===== config.mk =====
export PLATFORM = sky130hd
export DESIGN_NAME = tvkt_controller
export DESIGN_NICKNAME = d
export VERILOG_FILES = /design/src/tvkt_pkg.sv /design/src/tvkt_controller.sv
export SDC_FILE = /design/constraint.sdc
export NUM_CORES = 1
export LEC_CHECK = 0
export ABC_AREA = 1
export BUFFER_PORTS_ARGS = -buffer_cell sky130_fd_sc_hd__buf_2
export CORE_AREA = 3 3 46 48
export CTS_CLUSTER_SIZE = 16
export DETAILED_ROUTE_END_ITERATION = 12
export DIE_AREA = 0 0 49 51
export PLACE_DENSITY = 0.67
export SETUP_SLACK_MARGIN = 0.05
export SLEW_MARGIN = 40
export SYNTH_ARGS = -nofsm -noshare
export SYNTH_HDL_FRONTEND = slang
export SYNTH_SLANG_ARGS = --single-unit
export TNS_END_PERCENT = 20

===== constraint.sdc =====
create_clock -name clock -period 1.6 [get_ports clock]
set_input_delay 0.08 -clock clock [delete_from_list [all_inputs] [get_ports clock]]
set_output_delay 0.08 -clock clock [all_outputs]
set_load 0.02 [all_outputs]

===== src/tvkt_pkg.sv =====
// ----------------------------------------------------------------------------
// Two-value key table package
// Beat types, operation and status codes, and the controller to datapath
// command and status groups.
// ----------------------------------------------------------------------------
package tvkt_pkg;

   // Field widths fixed by the interface.
   localparam int COUNT_WIDTH = 5;
   localparam int DATA_WIDTH  = 32;

   // Capacity register value after reset.
   localparam logic [COUNT_WIDTH-1:0] CAP_RESET = 5'd16;

   // Operation codes.
   localparam logic [1:0] OP_ADD        = 2'd0;
   localparam logic [1:0] OP_SEARCH     = 2'd1;
   localparam logic [1:0] OP_REMOVE     = 2'd2;
   localparam logic [1:0] OP_REMOVE_KEY = 2'd3;

   // Result status codes.
   localparam logic [1:0] ST_DONE = 2'd0;
   localparam logic [1:0] ST_MISS = 2'd1;
   localparam logic [1:0] ST_FULL = 2'd2;

   // Request beat.
   typedef struct packed {
      logic [1:0]                   opcode;
      logic signed [DATA_WIDTH-1:0] key;
      logic signed [DATA_WIDTH-1:0] value;
   } req_type;

   // Result beat.
   typedef struct packed {
      logic [1:0]                   status;
      logic signed [DATA_WIDTH-1:0] first_value;
      logic                         first_found;
      logic signed [DATA_WIDTH-1:0] second_value;
      logic                         second_found;
      logic [COUNT_WIDTH-1:0]       pair_count;
   } rsp_type;

   // Commands from the controller to the datapath.
   typedef struct packed {
      logic       load;          // capture the request beat
      logic       scan_start;    // clear the scan engine
      logic       scan_run;      // step the scan engine one entry
      logic       kv_mode;       // scan for key and value instead of key only
      logic       sel_v1;        // compare against the second found value
      logic       use_first_idx; // remove the first key hit directly
      logic       add_write;     // append the request pair
      logic       move_read;     // read the last entry
      logic       move_write;    // move the last entry into the hit slot
      logic       respond;       // register the result beat
      logic       report_values; // show found values in the result
      logic [1:0] rsp_status;    // status code of the result
   } cmd_type;

   // Status from the datapath to the controller.
   typedef struct packed {
      logic [1:0] opcode;
      logic       full;
      logic       scan_done;
      logic       kv_found;
      logic [1:0] hits;
   } stat_type;

endpackage


===== src/tvkt_controller.sv =====
// ----------------------------------------------------------------------------
// Two-value key table controller
// State machine that sequences scans, appends, moves and the result beat.
// ----------------------------------------------------------------------------
module tvkt_controller (
   input  logic               clock,
   input  logic               reset,
   input  logic               start,
   output logic               busy,
   input  tvkt_pkg::stat_type stat,
   output tvkt_pkg::cmd_type  cmd
);

   localparam logic [2:0] S_IDLE    = 3'd0;
   localparam logic [2:0] S_CHECK   = 3'd1;
   localparam logic [2:0] S_SCAN    = 3'd2;
   localparam logic [2:0] S_ADD_WR  = 3'd3;
   localparam logic [2:0] S_MOVE_RD = 3'd4;
   localparam logic [2:0] S_MOVE_WR = 3'd5;
   localparam logic [2:0] S_RESP    = 3'd6;

   logic [2:0] state_ff, state_in;
   logic       phase_ff, phase_in;  // second removal of a remove-key request
   logic [1:0] code_ff, code_in;

   // Next state and commands.
   always_comb begin
      state_in = state_ff;
      phase_in = phase_ff;
      code_in  = code_ff;
      cmd      = '0;

      unique case (state_ff)
         S_IDLE: begin
            if (start) begin
               cmd.load = 1'b1;
               phase_in = 1'b0;
               state_in = S_CHECK;
            end
         end

         // Full check for add, then start the scan that fits the operation.
         S_CHECK: begin
            unique case (stat.opcode) inside
               tvkt_pkg::OP_ADD: begin
                  if (stat.full) begin
                     code_in  = tvkt_pkg::ST_FULL;
                     state_in = S_RESP;
                  end else begin
                     cmd.scan_start = 1'b1;
                     state_in       = S_SCAN;
                  end
               end
               tvkt_pkg::OP_SEARCH, tvkt_pkg::OP_REMOVE_KEY: begin
                  cmd.scan_start = 1'b1;
                  state_in       = S_SCAN;
               end
               default: begin
                  cmd.scan_start = 1'b1;
                  cmd.kv_mode    = 1'b1;
                  state_in       = S_SCAN;
               end
            endcase
         end

         // Step the scan and decide on its outcome.
         S_SCAN: begin
            cmd.scan_run = 1'b1;
            if (stat.scan_done) begin
               if (phase_ff) begin
                  if (stat.kv_found) begin
                     state_in = S_MOVE_RD;
                  end else begin
                     code_in  = tvkt_pkg::ST_DONE;
                     state_in = S_RESP;
                  end
               end else begin
                  unique case (stat.opcode) inside
                     tvkt_pkg::OP_ADD: begin
                        if (stat.hits == 2'd2) begin
                           code_in  = tvkt_pkg::ST_MISS;
                           state_in = S_RESP;
                        end else begin
                           state_in = S_ADD_WR;
                        end
                     end
                     tvkt_pkg::OP_SEARCH: begin
                        code_in  = (stat.hits != 2'd0) ? tvkt_pkg::ST_DONE
                                                       : tvkt_pkg::ST_MISS;
                        state_in = S_RESP;
                     end
                     tvkt_pkg::OP_REMOVE: begin
                        if (stat.kv_found) begin
                           state_in = S_MOVE_RD;
                        end else begin
                           code_in  = tvkt_pkg::ST_MISS;
                           state_in = S_RESP;
                        end
                     end
                     default: begin
                        if (stat.hits == 2'd0) begin
                           code_in  = tvkt_pkg::ST_MISS;
                           state_in = S_RESP;
                        end else begin
                           cmd.use_first_idx = 1'b1;
                           state_in          = S_MOVE_RD;
                        end
                     end
                  endcase
               end
            end
         end

         S_ADD_WR: begin
            cmd.add_write = 1'b1;
            code_in       = tvkt_pkg::ST_DONE;
            state_in      = S_RESP;
         end

         S_MOVE_RD: begin
            cmd.move_read = 1'b1;
            state_in      = S_MOVE_WR;
         end

         // Move the last entry; remove-key with two hits rescans for the second.
         S_MOVE_WR: begin
            cmd.move_write = 1'b1;
            if (!phase_ff && (stat.opcode == tvkt_pkg::OP_REMOVE_KEY) &&
                (stat.hits == 2'd2)) begin
               cmd.scan_start = 1'b1;
               cmd.kv_mode    = 1'b1;
               cmd.sel_v1     = 1'b1;
               phase_in       = 1'b1;
               state_in       = S_SCAN;
            end else begin
               code_in  = tvkt_pkg::ST_DONE;
               state_in = S_RESP;
            end
         end

         S_RESP: begin
            cmd.respond       = 1'b1;
            cmd.rsp_status    = code_ff;
            cmd.report_values = (stat.opcode == tvkt_pkg::OP_SEARCH) ||
                                (stat.opcode == tvkt_pkg::OP_REMOVE_KEY);
            state_in          = S_IDLE;
         end

         default: begin
            state_in = S_IDLE;
         end
      endcase
   end

   // State registers.
   always_ff @(posedge clock) begin
      if (reset) begin
         state_ff <= S_IDLE;
         phase_ff <= 1'b0;
         code_ff  <= tvkt_pkg::ST_DONE;
      end else begin
         state_ff <= state_in;
         phase_ff <= phase_in;
         code_ff  <= code_in;
      end
   end

   assign busy = (state_ff != S_IDLE);

endmodule


## Word-level counts from Yosys, hierarchy flattened

Cells that the tools add are included.

| storage, ports and cells | value |
|---|---|
| bits in registers | 6 |
| latch bits | 0 |
| RAM bits | 0 |
| memory bits (read-only) | 0 |
| input port bits | 10 |
| output and inout port bits | 14 |
| logic and storage cells | 85 |
| memories kept | 0 |

| operators by class | value |
|---|---|
| $add $sub $neg | 0 |
| $mul | 0 |
| divide/modulo/power cells | 0 |
| order comparisons | 0 |
| equality and inequality tests | 20 |
| shift-type cells | 0 |
| multiplexer cells | 46 |
| bitwise operators | 0 |
| reduce and logical (&&, ||, !) cells | 16 |

Operators with widths:

| kind | count |
|---|---|
| 2-bit 2-to-1 mux | 12 |
| 3-bit 2-to-1 mux | 7 |
| 1-bit 2-to-1 mux | 19 |
| 3-bit case mux with 6 select lines | 1 |
| 2-bit != test, second input constant | 6 |
| 3-bit == test, second input constant | 3 |
| 3-bit case mux with 3 select lines | 1 |
| 9-bit AND reduction | 1 |
| 2-bit case mux with 4 select lines | 1 |
| 2-bit == test, second input constant | 3 |
| 3-bit by 2-bit == test with 1-bit output, second input constant | 2 |
| 3-bit != test, second input constant | 2 |
| 6-bit != test, second input constant | 1 |
| 1-bit case mux with 2 select lines | 3 |
| 2-bit case mux with 3 select lines | 1 |
| 3-bit OR reduction | 2 |
| 2-bit zero test | 2 |
| 4-bit 2-to-1 mux | 1 |
| 4-bit != test, second input constant | 1 |
| 2-bit nonzero test | 2 |
| 4-bit nonzero test | 1 |
| 3-bit by 1-bit == test with 1-bit output, second input constant | 1 |
| 3-bit zero test | 1 |
| 3-bit AND reduction | 1 |
| other kinds (6) | 7 |

## Longest topological paths before layout

| logic depth | value |
|---|---|
| word-level depth | 6 |
| mapped depth | 10 |
| depth with buffers taken out | 10 |

## Worst setup path before layout

OpenSTA, ideal clock, no wires.

| timing path | value |
|---|---|
| kind | register -> output |
| start | register state_ff[2] |
| end | output port cmd[7] in the netlist's numbering |
| data arrival time | 1301 ps |
| data required time | 1520 ps |
| slack | 219 ps |
| stages on the path, launching flop included | 6 |
| buffers on the path | 0 |
| cells stage by stage | dfxtp_1 > inv_2 > nand2_2 > nor2_4 > nand2_1 > nor3_1 |

RTL lines:

| item | line | text |
|---|---|---|
| start, declared | tvkt_controller.sv:22 | `logic [2:0] state_ff, state_in;` |
| start signal, assigned | tvkt_controller.sv:162 | `state_ff <= state_in;` |
| end, declared | tvkt_controller.sv:11 | `output tvkt_pkg::cmd_type cmd` |

==> impl_table.tex <==
\begin{tabular}{lr}
\hline
Metric & Value \\
\hline
\multicolumn{2}{l}{\textbf{Run status}} \\
Outcome & finished clean \\
\multicolumn{2}{l}{\textbf{Floorplanning}} \\
Full die area & 2500 sq um \\
Ports & 24 \\
Std-Cell Core Area & 1750 sq um \\
Starting density of the core & 37.1\% \\
Die Height & 51 microns \\
FP Rows & 15 \\
Die span in x & a little under 50 microns \\
\multicolumn{2}{l}{\textbf{Final layout}} \\
Sequential cell area & 120 sq um \\
Number of non-filler instances in the completed layout & 159 \\
Antenna cell count & 0 \\
Layout overhead on the synthesized area & 26.9\% \\
Design Area, Final & between 800 and 900 sq um \\
Most common cell after layout, fill and taps aside & buf\_2 \\
Most frequent cells in the layout & buf\_2, nand2\_1, nor2\_1 \\
Number of nets in the final layout & around 150 \\
Share of layout cells above drive strength 1 & 30.6\% \\
Multi-input gate area & around 450 sq um \\
Fill cell total of the finished layout & 195 \\
\multicolumn{2}{l}{\textbf{Place}} \\
DP Area & 786 sq um \\
Count of buffers inserted at the top-level ports & 23 \\
HPWL reported at the end of detailed placement & 1.35 mm \\
Placer congestion estimate & 0.880 \\
Placed cell count & $\sim$160 \\
\multicolumn{2}{l}{\textbf{STA}} \\
Final worst path period share & roughly nine tenths \\
Post-layout minimum cycle time & 1.46 ns \\
Summed negative setup slack over all endpoints & 0 ns \\
Slew at the pin with the worst max-slew slack & between 0.3 and 0.4 ns \\
Hold violation total from the final report & 0 \\
Number of setup violations in the final report & 0 \\
Highest Clock Rate & 684 MHz \\
Setup repair after global routing missed its margin & false \\
Worst clock skew & 0.00941 ns \\
Relative slew slack & 76.7\% \\
Total count of max-transition violations in the final report & 0 \\
\multicolumn{2}{l}{\textbf{Clock tree}} \\
Clock-pin slew of the registers on the worst-case setup and hold paths & 0.06 ns \\
CTS Root Cell & clkbuf\_4 \\
Cts bufs inserted & 3 \\
Total clock sinks & 6 \\
Hold-fix buffer count after cts & 0 \\
Later-pin clock latency in the skew report & 0.26 ns \\
Clock tree from TritonCTS & built \\
Number of buffers on the longest clock path & 2 \\
H-Tree Depth & 1 \\
\multicolumn{2}{l}{\textbf{Global routing}} \\
Pin count of the biggest net entering global routing & 8 \\
Via count of the first global-routing pass & 683 \\
Total GRT Usage & between 10 and 15\% \\
Overflow left after global routing & 0 \\
Initial antenna violation count & 0 \\
First-pass GRT wire length & 2.71 mm \\
\multicolumn{2}{l}{\textbf{Logic synthesis}} \\
Largest family of logic cells by synthesized area & simple AND/OR/NAND/NOR gates \\
Synthesized net count & 124 \\
Post-synthesis share of cell area spent on full adders, half adders and majority gates & between 10\% and 20\% \\
Synthesized-area fraction occupied by and/or/nand/nor cells & 50.1\% \\
Portion of the post-synthesis area used by sequential elements & 18.6\% \\
Number of standard cells after synthesis & 108 \\
Count of distinct cell types in the synthesized netlist & 21 \\
Proportion of synthesized area in mux cells & 0\% \\
Warnings, synthesis & 0 \\
Post-synthesis share of cell area spent on xor and xnor gates & 0\% \\
Average size of a mapped cell & between 5 and 6 sq um \\
Cell area after technology mapping & 647 sq um \\
Fraction of the mapped netlist area in compound gates & 7.54\% \\
\#FFs+latches synth & 6 \\
\multicolumn{2}{l}{\textbf{Critical path}} \\
Startpoint of the lowest-slack register-to-register path & state\_ff[2] \\
WP depth & 6 \\
Arrival time of the worst setup path & 1.38 ns \\
End point of the critical path & cmd[7] \\
Buffering stage count on the worst path with inverters included & 2 \\
Register-to-register path setup slack & 0.18 ns \\
Kind of critical path & reg2out \\
Category of cells accounting for the largest share of critical-path delay & simple AND/OR/NAND/NOR gates \\
Required time of the critical path & 1.52 ns \\
Slowest stage cell on the critical path & dfxtp\_1 \\
Cell chain of the critical path & inv\_2 > nand2\_2 > nor2\_4 > nand2\_1 > nor3\_2 > buf\_2 \\
Number of cells on the worst reg-to-reg path & 10 \\
Setup crit end kind & output pin \\
Largest stage delay on the critical path & 0.35 ns \\
Crit Reg-Reg Endpoint & code\_ff[1] \\
Origin of the worst setup path & state\_ff[2] \\
Critical path launch point type & register \\
Critical-path maximum fanout & 5 \\
\multicolumn{2}{l}{\textbf{Power and ir drop}} \\
Cell Pwr Density & just under 900 nW/um\^{}2 \\
Leak & 0.483 nW \\
Maximum resistive drop on vdd & 0.289 mV \\
\multicolumn{2}{l}{\textbf{Flow run}} \\
Max-capacitance violation count & 0 \\
\multicolumn{2}{l}{\textbf{Route}} \\
Post-route antenna net violation count & 0 \\
Violation count after the first detailed-routing iteration & 14 \\
WL per Instance & between 10 and 15 microns \\
Detailed-router iteration count before antenna repair & 4 \\
Via Count & 747 \\
Total wire length & 1.66 mm \\
Number of DRC violations after detailed routing & 0 \\
Detailed-route vias per instance & around 4.7 \\
\multicolumn{2}{l}{\textbf{Worst hold path}} \\
Hold/Removal Path Class & in2reg \\
\hline
\end{tabular}
-- stage by stage --
| stage | hold slack [ns] | util (%) | total power, mW | setup slack [ns] |
|---|---|---|---|---|
| 2_1_floorplan | 0.158 | - | 0.472 | 0.219 |
| 3_3_place_gp | 0.287 | 45.0 | 0.560 | 0.307 |
| 4_1_cts | 0.0122 | 46.7 | 0.728 | 0.117 |
| 5_1_grt | 0.0262 | 47.0 | 0.778 | 0.0597 |
| 3_5_place_dp | 0.283 | 45.0 | 0.564 | 0.293 |
| 6_report | 0.0212 | 47.0 | 0.728 | 0.138 |
-- how the worst min path moves through the flow --
stage          start       end  slack (ns)  cells past startpoint
2_1_floorplan  reset  phase_ff        0.16                      1
3_3_place_gp   reset  phase_ff        0.29                      2
3_5_place_dp   reset  phase_ff        0.28                      2
4_1_cts        reset  phase_ff        0.01                      2
5_1_grt        reset  phase_ff        0.03                      2
6_report       reset  phase_ff        0.02                      2
-- synth_stat cells (all sizes together) --
master / number / share of area, %
a211oi: 1 / 1.2
a21oi: 2 / 1.5
a31oi: 1 / 0.97
buf: 1 / 1.2
dfxtp: 6 / 19
ha: 6 / 12
inv: 19 / 11
nand2: 26 / 18
nand3: 10 / 9.3
nand3b: 1 / 1.2
nand4: 1 / 0.97
nor2: 25 / 17
nor3: 3 / 2.3
o21ai: 5 / 3.9
or2: 1 / 0.97
-- what timing repair did --
action,in CTS,in global routing
gates resized for setup,0,1
pin swaps,1,0
endpoints found under the setup margin,1,1
buffers inserted,1,0
cloned,0,0
-- flip-flops by register name (all words and copies together), names as in the netlist --
name,cells
code_ff,2
phase_ff,1
state_ff,3
-- cell type report --
type	count	area share, %
inverter	19	8.69
sequential	6	14.6
tap	25	3.81
timing repair buffer	24	14.9
multi-input combinational	82	55.2
clock buffer	3	2.74
-- cells by family (layout without fill, tap and decap cells) --
kind of cell	count (synthesis)	in the layout
AND/OR/NAND/NOR	67	67
buffers and inverters	20	46
AO/OA/AOI/OAI	9	9
adder cells (fa/ha/maj)	6	6
flip-flops	6	6
-- where the power goes --
group	leakage [nW]	switching, mW	internal, mW
Sequential	0.0492	0.0339	0.180
Clock	0.0138	0.0714	0.0860
Combinational	0.420	0.229	0.127
Total	0.483	0.335	0.393
-- layer usage --
metal	routed length, microns	vias up	GRT usage (%)
li1	-	388	-
met1	733	329	16.0
met2	766	25	24.4
met3	102	5	2.62
met4	57	0	11.8
met5	0	-	0
Power figures use the tool's default switching activity.
