===== src/tvkt_pkg.sv =====
// ----------------------------------------------------------------------------
// Two-value key table package
// Beat types, operation and status codes, and the controller to datapath
// command and status groups.
// ----------------------------------------------------------------------------
package tvkt_pkg;

   // Field widths fixed by the interface.
   localparam int COUNT_WIDTH = 5;
   localparam int DATA_WIDTH  = 32;

   // Capacity register value after reset.
   localparam logic [COUNT_WIDTH-1:0] CAP_RESET = 5'd16;

   // Operation codes.
   localparam logic [1:0] OP_ADD        = 2'd0;
   localparam logic [1:0] OP_SEARCH     = 2'd1;
   localparam logic [1:0] OP_REMOVE     = 2'd2;
   localparam logic [1:0] OP_REMOVE_KEY = 2'd3;

   // Result status codes.
   localparam logic [1:0] ST_DONE = 2'd0;
   localparam logic [1:0] ST_MISS = 2'd1;
   localparam logic [1:0] ST_FULL = 2'd2;

   // Request beat.
   typedef struct packed {
      logic [1:0]                   opcode;
      logic signed [DATA_WIDTH-1:0] key;
      logic signed [DATA_WIDTH-1:0] value;
   } req_type;

   // Result beat.
   typedef struct packed {
      logic [1:0]                   status;
      logic signed [DATA_WIDTH-1:0] first_value;
      logic                         first_found;
      logic signed [DATA_WIDTH-1:0] second_value;
      logic                         second_found;
      logic [COUNT_WIDTH-1:0]       pair_count;
   } rsp_type;

   // Commands from the controller to the datapath.
   typedef struct packed {
      logic       load;          // capture the request beat
      logic       scan_start;    // clear the scan engine
      logic       scan_run;      // step the scan engine one entry
      logic       kv_mode;       // scan for key and value instead of key only
      logic       sel_v1;        // compare against the second found value
      logic       use_first_idx; // remove the first key hit directly
      logic       add_write;     // append the request pair
      logic       move_read;     // read the last entry
      logic       move_write;    // move the last entry into the hit slot
      logic       respond;       // register the result beat
      logic       report_values; // show found values in the result
      logic [1:0] rsp_status;    // status code of the result
   } cmd_type;

   // Status from the datapath to the controller.
   typedef struct packed {
      logic [1:0] opcode;
      logic       full;
      logic       scan_done;
      logic       kv_found;
      logic [1:0] hits;
   } stat_type;

endpackage


===== src/tvkt_ram.sv =====
// ----------------------------------------------------------------------------
// Generic single-port-write RAM
// One write port and one read port with a registered read.
// ----------------------------------------------------------------------------
module tvkt_ram #(
   parameter int WIDTH = 64,
   parameter int DEPTH = 16
) (
   input  logic                     clock,
   input  logic                     we,
   input  logic [$clog2(DEPTH)-1:0] waddr,
   input  logic [WIDTH-1:0]         wdata,
   input  logic [$clog2(DEPTH)-1:0] raddr,
   output logic [WIDTH-1:0]         rdata
);

   logic [WIDTH-1:0] mem_ff [DEPTH];
   logic [WIDTH-1:0] rdata_ff;

   // Write and registered read.
   always_ff @(posedge clock) begin
      if (we) begin
         mem_ff[waddr] <= wdata;
      end
      rdata_ff <= mem_ff[raddr];
   end

   assign rdata = rdata_ff;

endmodule


===== src/tvkt_datapath.sv =====
// ----------------------------------------------------------------------------
// Two-value key table datapath
// Pair store, count and capacity registers, scan engine and result register.
// ----------------------------------------------------------------------------
module tvkt_datapath #(
   parameter int TABLE_DEPTH = 16
) (
   input  logic                                 clock,
   input  logic                                 reset,
   input  tvkt_pkg::req_type                    req_data,
   input  logic                                 csr_we,
   input  logic [tvkt_pkg::COUNT_WIDTH-1:0]     csr_data,
   input  tvkt_pkg::cmd_type                    cmd,
   output tvkt_pkg::stat_type                   stat,
   output logic                                 rsp_strobe,
   output tvkt_pkg::rsp_type                    rsp_data
);

   localparam int AddrWidth  = $clog2(TABLE_DEPTH);
   localparam int CountWidth = tvkt_pkg::COUNT_WIDTH;
   localparam int DataWidth  = tvkt_pkg::DATA_WIDTH;

   tvkt_pkg::req_type      req_ff, req_in;
   logic [CountWidth-1:0]  cap_ff, cap_in;
   logic [CountWidth-1:0]  count_ff, count_in;
   logic [CountWidth-1:0]  idx_ff, idx_in;
   logic                   rv_ff, rv_in;
   logic [AddrWidth-1:0]   ridx_ff, ridx_in;
   logic                   kvmode_ff, kvmode_in;
   logic [DataWidth-1:0]   cmpv_ff, cmpv_in;
   logic [1:0]             hits_ff, hits_in;
   logic [DataWidth-1:0]   v0_ff, v0_in;
   logic [DataWidth-1:0]   v1_ff, v1_in;
   logic [AddrWidth-1:0]   i0_ff, i0_in;
   logic [AddrWidth-1:0]   midx_ff, midx_in;
   logic                   kvfound_ff, kvfound_in;
   tvkt_pkg::rsp_type      rsp_ff, rsp_in;
   logic                   strobe_ff, strobe_in;

   logic                   ram_we;
   logic [AddrWidth-1:0]   ram_waddr;
   logic [2*DataWidth-1:0] ram_wdata;
   logic [AddrWidth-1:0]   ram_raddr;
   logic [2*DataWidth-1:0] ram_rdata;

   logic [DataWidth-1:0]   rd_key;
   logic [DataWidth-1:0]   rd_val;
   logic [CountWidth-1:0]  last_idx;
   logic                   key_hit;
   logic                   kv_hit;
   logic                   term_hit;
   logic                   issue;
   logic                   full;

   // Pair store: key in the upper half of the word, value in the lower half.
   tvkt_ram #(
      .WIDTH (2*DataWidth),
      .DEPTH (TABLE_DEPTH)
   ) u_store (
      .clock (clock),
      .we    (ram_we),
      .waddr (ram_waddr),
      .wdata (ram_wdata),
      .raddr (ram_raddr),
      .rdata (ram_rdata)
   );

   assign rd_key   = ram_rdata[2*DataWidth-1:DataWidth];
   assign rd_val   = ram_rdata[DataWidth-1:0];
   assign last_idx = count_ff - CountWidth'(1);

   // Compare stage of the scan: the entry read in the previous cycle.
   assign key_hit  = rv_ff && (rd_key == req_ff.key);
   assign kv_hit   = key_hit && (rd_val == cmpv_ff);
   assign term_hit = kvmode_ff ? kv_hit : (key_hit && (hits_ff == 2'd1));
   assign issue    = cmd.scan_run && (idx_ff < count_ff);

   // The table is full at the capacity register or at the store depth.
   assign full = (count_ff >= cap_ff) || (int'(count_ff) >= TABLE_DEPTH);

   // Store port selection.
   always_comb begin
      ram_we    = cmd.add_write || cmd.move_write;
      ram_waddr = cmd.move_write ? midx_ff : AddrWidth'(count_ff);
      ram_wdata = cmd.move_write ? ram_rdata : {req_ff.key, req_ff.value};
      ram_raddr = cmd.move_read ? AddrWidth'(last_idx) : AddrWidth'(idx_ff);
   end

   // Next state of the datapath registers.
   always_comb begin
      req_in     = req_ff;
      cap_in     = cap_ff;
      count_in   = count_ff;
      idx_in     = idx_ff;
      rv_in      = rv_ff;
      ridx_in    = ridx_ff;
      kvmode_in  = kvmode_ff;
      cmpv_in    = cmpv_ff;
      hits_in    = hits_ff;
      v0_in      = v0_ff;
      v1_in      = v1_ff;
      i0_in      = i0_ff;
      midx_in    = midx_ff;
      kvfound_in = kvfound_ff;
      rsp_in     = rsp_ff;
      strobe_in  = cmd.respond;

      if (cmd.load) begin
         req_in = req_data;
      end
      if (csr_we) begin
         cap_in = csr_data;
      end

      // A new scan clears the engine; a key scan also clears the found values.
      if (cmd.scan_start) begin
         idx_in     = '0;
         rv_in      = 1'b0;
         kvfound_in = 1'b0;
         kvmode_in  = cmd.kv_mode;
         cmpv_in    = cmd.sel_v1 ? v1_ff : req_ff.value;
         if (!cmd.kv_mode) begin
            hits_in = 2'd0;
            v0_in   = '0;
            v1_in   = '0;
         end
      end

      // One read is issued per cycle while the scan runs and entries remain; its compare follows in the next cycle.
      if (cmd.scan_run) begin
         rv_in   = issue;
         ridx_in = AddrWidth'(idx_ff);
         idx_in  = idx_ff + CountWidth'(issue);
         if (kvmode_ff) begin
            if (kv_hit && !kvfound_ff) begin
               kvfound_in = 1'b1;
               midx_in    = ridx_ff;
            end
         end else if (key_hit && (hits_ff != 2'd2)) begin
            if (hits_ff == 2'd0) begin
               v0_in = rd_val;
               i0_in = ridx_ff;
            end else begin
               v1_in = rd_val;
            end
            hits_in = hits_ff + 2'd1;
         end
      end

      if (cmd.use_first_idx) begin
         midx_in = i0_ff;
      end

      if (cmd.add_write) begin
         count_in = count_ff + CountWidth'(1);
      end
      if (cmd.move_write) begin
         count_in = last_idx;
      end

      // Result beat.
      if (cmd.respond) begin
         rsp_in.status       = cmd.rsp_status;
         rsp_in.first_found  = cmd.report_values && (hits_ff != 2'd0);
         rsp_in.second_found = cmd.report_values && (hits_ff == 2'd2);
         rsp_in.first_value  = (cmd.report_values && (hits_ff != 2'd0)) ? v0_ff : '0;
         rsp_in.second_value = (cmd.report_values && (hits_ff == 2'd2)) ? v1_ff : '0;
         rsp_in.pair_count   = count_ff;
      end
   end

   // Control registers take reset; payload registers do not.
   always_ff @(posedge clock) begin
      if (reset) begin
         cap_ff     <= tvkt_pkg::CAP_RESET;
         count_ff   <= '0;
         rv_ff      <= 1'b0;
         strobe_ff  <= 1'b0;
         kvfound_ff <= 1'b0;
         hits_ff    <= 2'd0;
      end else begin
         cap_ff     <= cap_in;
         count_ff   <= count_in;
         rv_ff      <= rv_in;
         strobe_ff  <= strobe_in;
         kvfound_ff <= kvfound_in;
         hits_ff    <= hits_in;
      end
   end

   always_ff @(posedge clock) begin
      req_ff    <= req_in;
      idx_ff    <= idx_in;
      ridx_ff   <= ridx_in;
      kvmode_ff <= kvmode_in;
      cmpv_ff   <= cmpv_in;
      v0_ff     <= v0_in;
      v1_ff     <= v1_in;
      i0_ff     <= i0_in;
      midx_ff   <= midx_in;
      rsp_ff    <= rsp_in;
   end

   // Status toward the controller; hits and found show the value after this edge.
   always_comb begin
      stat.opcode    = req_ff.opcode;
      stat.full      = full;
      stat.scan_done = (rv_ff && term_hit) || (!rv_ff && (idx_ff >= count_ff));
      stat.kv_found  = kvfound_in;
      stat.hits      = hits_in;
   end

   assign rsp_strobe = strobe_ff;
   assign rsp_data   = rsp_ff;

endmodule


===== config.mk =====
export PLATFORM = sky130hd
export DESIGN_NAME = tvkt_datapath
export DESIGN_NICKNAME = d
export VERILOG_FILES = /design/src/tvkt_pkg.sv /design/src/tvkt_ram.sv /design/src/tvkt_datapath.sv
export SDC_FILE = /design/constraint.sdc
export NUM_CORES = 2
export LEC_CHECK = 0
export BUFFER_PORTS_ARGS = -buffer_cell sky130_fd_sc_hd__buf_2
export CORE_MARGIN = 5
export CORE_UTILIZATION = 65
export DETAILED_ROUTE_END_ITERATION = 6
export PLACE_DENSITY_LB_ADDON = 0.2
export SLEW_MARGIN = 20
export SYNTH_ARGS = -nofsm -noshare
export SYNTH_HDL_FRONTEND = slang
export SYNTH_SLANG_ARGS = --single-unit

===== constraint.sdc =====
create_clock -name clock -period 8.1 [get_ports clock]
set_input_delay 0.405 -clock clock [delete_from_list [all_inputs] [get_ports clock]]
set_output_delay 0.405 -clock clock [all_outputs]
set_load 0.01 [all_outputs]

**Word-level counts from Yosys, hierarchy flattened**

Memory sizes are Yosys's and may differ from the RTL's. A register that Yosys moved wholly into a read port is not among the register bits.
Cells that the tools add are included.
Widths: inputs -> output; s select.

- Output and inout bits: 81
- Flip-flop bits (word level): 268
- Word-level logic and storage cells: 100
- Memories kept: 1
- RAM bits: 1,024
- Bits of input ports: 87

- Muxes and demuxes: 38
- $add $sub $neg: 4
- Equal/unequal tests: 5
- Bitwise operators: 1
- Order comparisons: 4
- Reductions and logical operators: 24

Memory list:

| name | words | width | rd ports | clocked after memory_dff | write ports | line | RTL |
|---|---|---|---|---|---|---|---|
| u_store.mem_ff | 16 | 64 | 1 | 1 | 1 | tvkt_ram.sv:17 | `logic [WIDTH-1:0] mem_ff [DEPTH];` |

Operator list:

| kind | number |
|---|---|
| $mux 32 | 13 |
| $eq 32x32->1 | 2 |
| $mux 64 | 1 |
| $mux 4 | 6 |
| $mux 5 | 4 |
| $reduce_bool 2->1 | 6 |
| $ge 5x5->1 | 2 |
| $logic_and 1x1->1 | 10 |
| $mux 2 | 5 |
| $mux 1 | 9 |
| $add 5x1->5 | 1 |
| $add 5x1->5 const B | 1 |
| $ge 5x5->1 const B | 1 |
| $lt 5x5->1 | 1 |
| $sub 5x1->5 const B | 1 |
| $reduce_and 4->1 | 1 |
| $logic_or 1x1->1 | 3 |
| $reduce_and 3->1 | 1 |
| $add 2x1->2 const B | 1 |
| $eq 2x1->1 const B | 1 |
| $eq 2x2->1 const B | 1 |
| $logic_not 1->1 | 2 |
| $logic_not 2->1 | 1 |
| $ne 2x2->1 const B | 1 |
| $not 1->1 | 1 |

**Logic depth before layout (Yosys ltp)**

- Depth in word-level cells: 8
- Depth in mapped cells: 12

**Hierarchy**

A second synthesis with hierarchy kept.

- Cell total of the unflattened synthesis: 2,575
- Area total of the unflattened synthesis: 51,267.9 um^2

Modules (own cells, without submodules):

| module | area an instance (um^2) | cells an instance | instances |
|---|---|---|---|
| tvkt_ram | 39,581.7 | 1,647 | 1 |
| tvkt_datapath | 11,686.2 | 928 | 1 |

**Worst setup path before layout**

Ideal clock, no wire load.

- Path kind: input-to-reg
- Start point: input port cmd[4] in the netlist's numbering
- End point: memory u_store.mem_ff[11][0], enable pin
- Arrival: 4,184 ps
- Slack: 3,430 ps
- Buffers on the path: 3
- Cell stages on the path: 5
- Cell sequence: clkbuf_1 > clkbuf_1 > buf_1 > a31oi_1 > nor2_1

- Cells in the longest elaborated chain, start to end: 3
- Elaborated cells between the ends (all ways): 4
- Those cells by class: 3 x mux; 1 x reduce/logical

Ends and longest elaborated chain:

| what | line | RTL |
|---|---|---|
| from (decl) | tvkt_datapath.sv:13 | `input tvkt_pkg::cmd_type cmd,` |
| $logic_or 1x1->1 | tvkt_datapath.sv:83 | `ram_we = cmd.add_write \|\| cmd.move_write;` |
| $mux 1 | tvkt_ram.sv:22 | `if (we) begin` |
| $mux 1 (not written as such) | tvkt_ram.sv:23 | `mem_ff[waddr] <= wdata;` |
| to (decl) | tvkt_ram.sv:17 |  |

Parallel ways exist; a longest one is shown, timed or not.

==> reports/qor.yml <==
sta:
  finalWorstPathRequiredPeriod_ns: 4.330
  setup_violations: 0
  fin_skew_ns: 0.02383
  final_max_slew_viol_count: 0
  hold_viol: 0
  tns_ns: 0
  worst_slew_pin_slew_ns: 1.162
  rsz0062_at_grt: "false"
  slew_headroom: 0.2251
  fin_ws_ns: 3.770
  fmax_mhz: 231.0
  worst_hold_slack_ns: 0.08379
  post-route-period-util: 0.5345
clock_network:
  cts.repair.resized: 0
  cts-root-buf: "clkbuf_16"
  clock_sinks: 1356
  clk_pin_slew_worst_paths_ns: 0.06
  cts_setup_buffers: 0
  cts_tree: "done"
  max-clock-path-buffers: 3
  htreeDepth: 4
  clk_latency_ns: 0.72
  numCtsBuffers: 135
logic_synthesis:
  synth_seq_area_share: 0.7552
  synth_seq_cells: 1356
  synth.distinct_cells: 60
  synth_area_leaders: "edfxtp_1, mux4_2, dfxtp_1, mux2i_1, mux2_2"
  synth_edf_count: 1213
  synth_top_area_share: 0.7001
  synthCells: 2599
  synth_nets: 2703
  synth_top_area_cell: "edfxtp_1"
  syn-cell-area_um2: 52030
  syn_area_per_cell_um2: 20.02
  ys.flop_type: "edfxtp_1"
  yosys_warnings: 0
  async_flop_share: 0
route:
  vias: 25800
  dr.first_iter.drc_count: 2639
  wl_per_cell_um: 28.29
  route.detailed.drc: 0
  vias_per_cell: 6.372
  first_pass_iters: 5
  ant_nets: 0
  wirelength_um: 114500
placement:
  dp_hpwl_um: 60900
  dp_slack_ns: 4.273
  portBuffers: 167
  place_congestion: 0.9362
min_path:
  hp-class: "input port to flop"
  min-delay-start: "csr_we"
power_and_ir_drop:
  power_density_nw_per_um2: 288.3
  max-vdd-ir-drop_v: 0.0002307
  p_leak_nw: 19.81
setup_path:
  r2r_start: "count_ff[0]"
  critPathLaunchType: "flop"
  crit_start: "hits_ff[0]"
  cp_data_arrival_time_ns: 3.92
  cp_max_fo: 34
  cp-end-kind: "output pin"
  critical_path_class: "flop to output pin"
  cp.required_ns: 7.70
floorplan:
  start_util: 0.6575
  core-area_um2: 79130
  die_h_um: 292.9
  io_pins: 168
  dieArea_um2: 85800
  dieWidth_um: 292.9
  num_rows: 103
layout:
  utilization: 0.7480
  syn_to_final_growth_pct: 13.76
  final_nets: 2992
  fill_cells: 4338
  final_common_cell: "edfxtp_1"
  multi_input_area_um2: 11990
  most-common-layout-cells: "edfxtp_1, mux4_2, buf_2"
  drive_gt1_frac: 0.2655
  seqCellArea_um2: 39290
grt:
  grt_pass1_vias: 26430
  grt_pass1_wl_um: 169700
  antenna_found_initial: 3
  grt-ovfl-total: 0
  grt_usage: 0.2686
  grt_max_degree: 154
status:
  status: "finished clean"
run:
  drv_cap: 0
synth_stat cells, types with 2 or more instances:
library cell	n
o2111ai_1	3
ha_1	17
nor2_1	37
nor3_1	4
nand2_1	81
o31a_1	2
nor2b_4	2
nor3_4	2
buf_4	22
nor3_2	2
and2_1	41
a2111o_1	3
xnor2_1	48
o211ai_1	2
a21o_1	2
nor4b_1	3
a211oi_1	67
o32a_1	2
a31oi_1	4
inv_1	57
a22oi_1	3
nor2b_1	73
inv_2	2
nand4_1	8
and4_1	2
nor4_1	2
mux4_2	256
edfxtp_1	1213
o21ai_0	5
mux2i_1	135
clkbuf_1	61
buf_2	34
o221ai_1	3
dfxtp_1	143
nand3_1	6
xor2_1	3
buf_1	11
and3_1	32
nand2b_1	15
buf_6	7
mux2_2	96
a21oi_1	70
worst max-delay path: stages (launching register included):
cell and delay (ns):
dfxtp_1 0.38, inv_1 0.08, ha_1 0.58, nor2_1 0.26, nand2_1 0.33, nor4_1 0.40
nand4_1 0.58, mux2i_1 0.39, buf_2 0.18
cell families after synthesis:
logic type	Yosys count	share of synthesized area
mux	488	0.1580
compound gates	173	0.02181
fa+ha+maj	17	0.004088
flops	1356	0.7552
xor+xnor	52	0.008898
simple gates	319	0.03463
buf+inv	194	0.01741
final timing paths:
| check | to | slack (ns) | cells past startpoint |
|---|---|---|---|
| setup / recovery | stat[0] | 3.77 | 8 |
| hold / removal | cap_ff[4] | 0.08 | 2 |
| setup reg to reg | u_store.rdata[28] | 4.30 | 9 |
| hold reg to reg | v0_ff[9] | 0.45 | 2 |
power breakdown:
group	leakage (nW)	switching, mW	internal (mW)
registers	12.3	0.254	8.37
logic	5.36	1.36	0.937
clock network	2.16	2.52	3.63
total	19.8	4.13	12.9
per-stage QoR:
| step | total power, mW | std cells | area, µm² |
|---|---|---|---|
| after floorplan | 10.29 | 2599 | 52030 |
| after global placement | 10.92 | 3727 | 54040 |
| after detailed placement | 11.02 | 3727 | 54040 |
| after CTS | 17.15 | 4048 | 59180 |
| after global routing | 17.69 | 4048 | 59180 |
| final | 17.06 | 4049 | 59190 |
metal layers:
metal / track usage / vias up / share of wire
li1: - / 10980 / -
met1: 0.3736 / 13310 / 0.38
met2: 0.4394 / 1314 / 0.50
met3: 0.05518 / 192 / 0.093
met4: 0.08682 / 4 / 0.031
met5: 0 / - / 0.00024
state kept, by name (all words and copies together) (netlist names):
signal / flops
count_ff: 5
cap_ff: 5
hits_ff: 2
idx_ff: 5
cmpv_ff: 32
rsp_data: 73
u_store.mem_ff: 1024
kvfound_ff: 1
rsp_strobe: 1
ridx_ff: 4
midx_ff: 4
v1_ff: 32
kvmode_ff: 1
rv_ff: 1
stat: 2
v0_ff: 32
req_ff: 64
u_store.rdata: 64
i0_ff: 4
repair_timing:
| item | 4_1_cts | 5_1_grt |
|---|---|---|
| hold endpoints to repair | 74 | 0 |
| setup endpoints to repair | 0 | 0 |
| hold buffers | 74 | 0 |
final cells by class:
class                   instances  area share
inverters                      59    0.003742
well taps                    1050     0.02220
diodes                          1  0.00004228
multi-input cells            1049      0.2026
repair buffers                287     0.03319
flip-flops and latches       1356      0.6638
clock buffers                 187     0.06388
clock inverters                60     0.01053
Power figures use the tool's default switching activity.
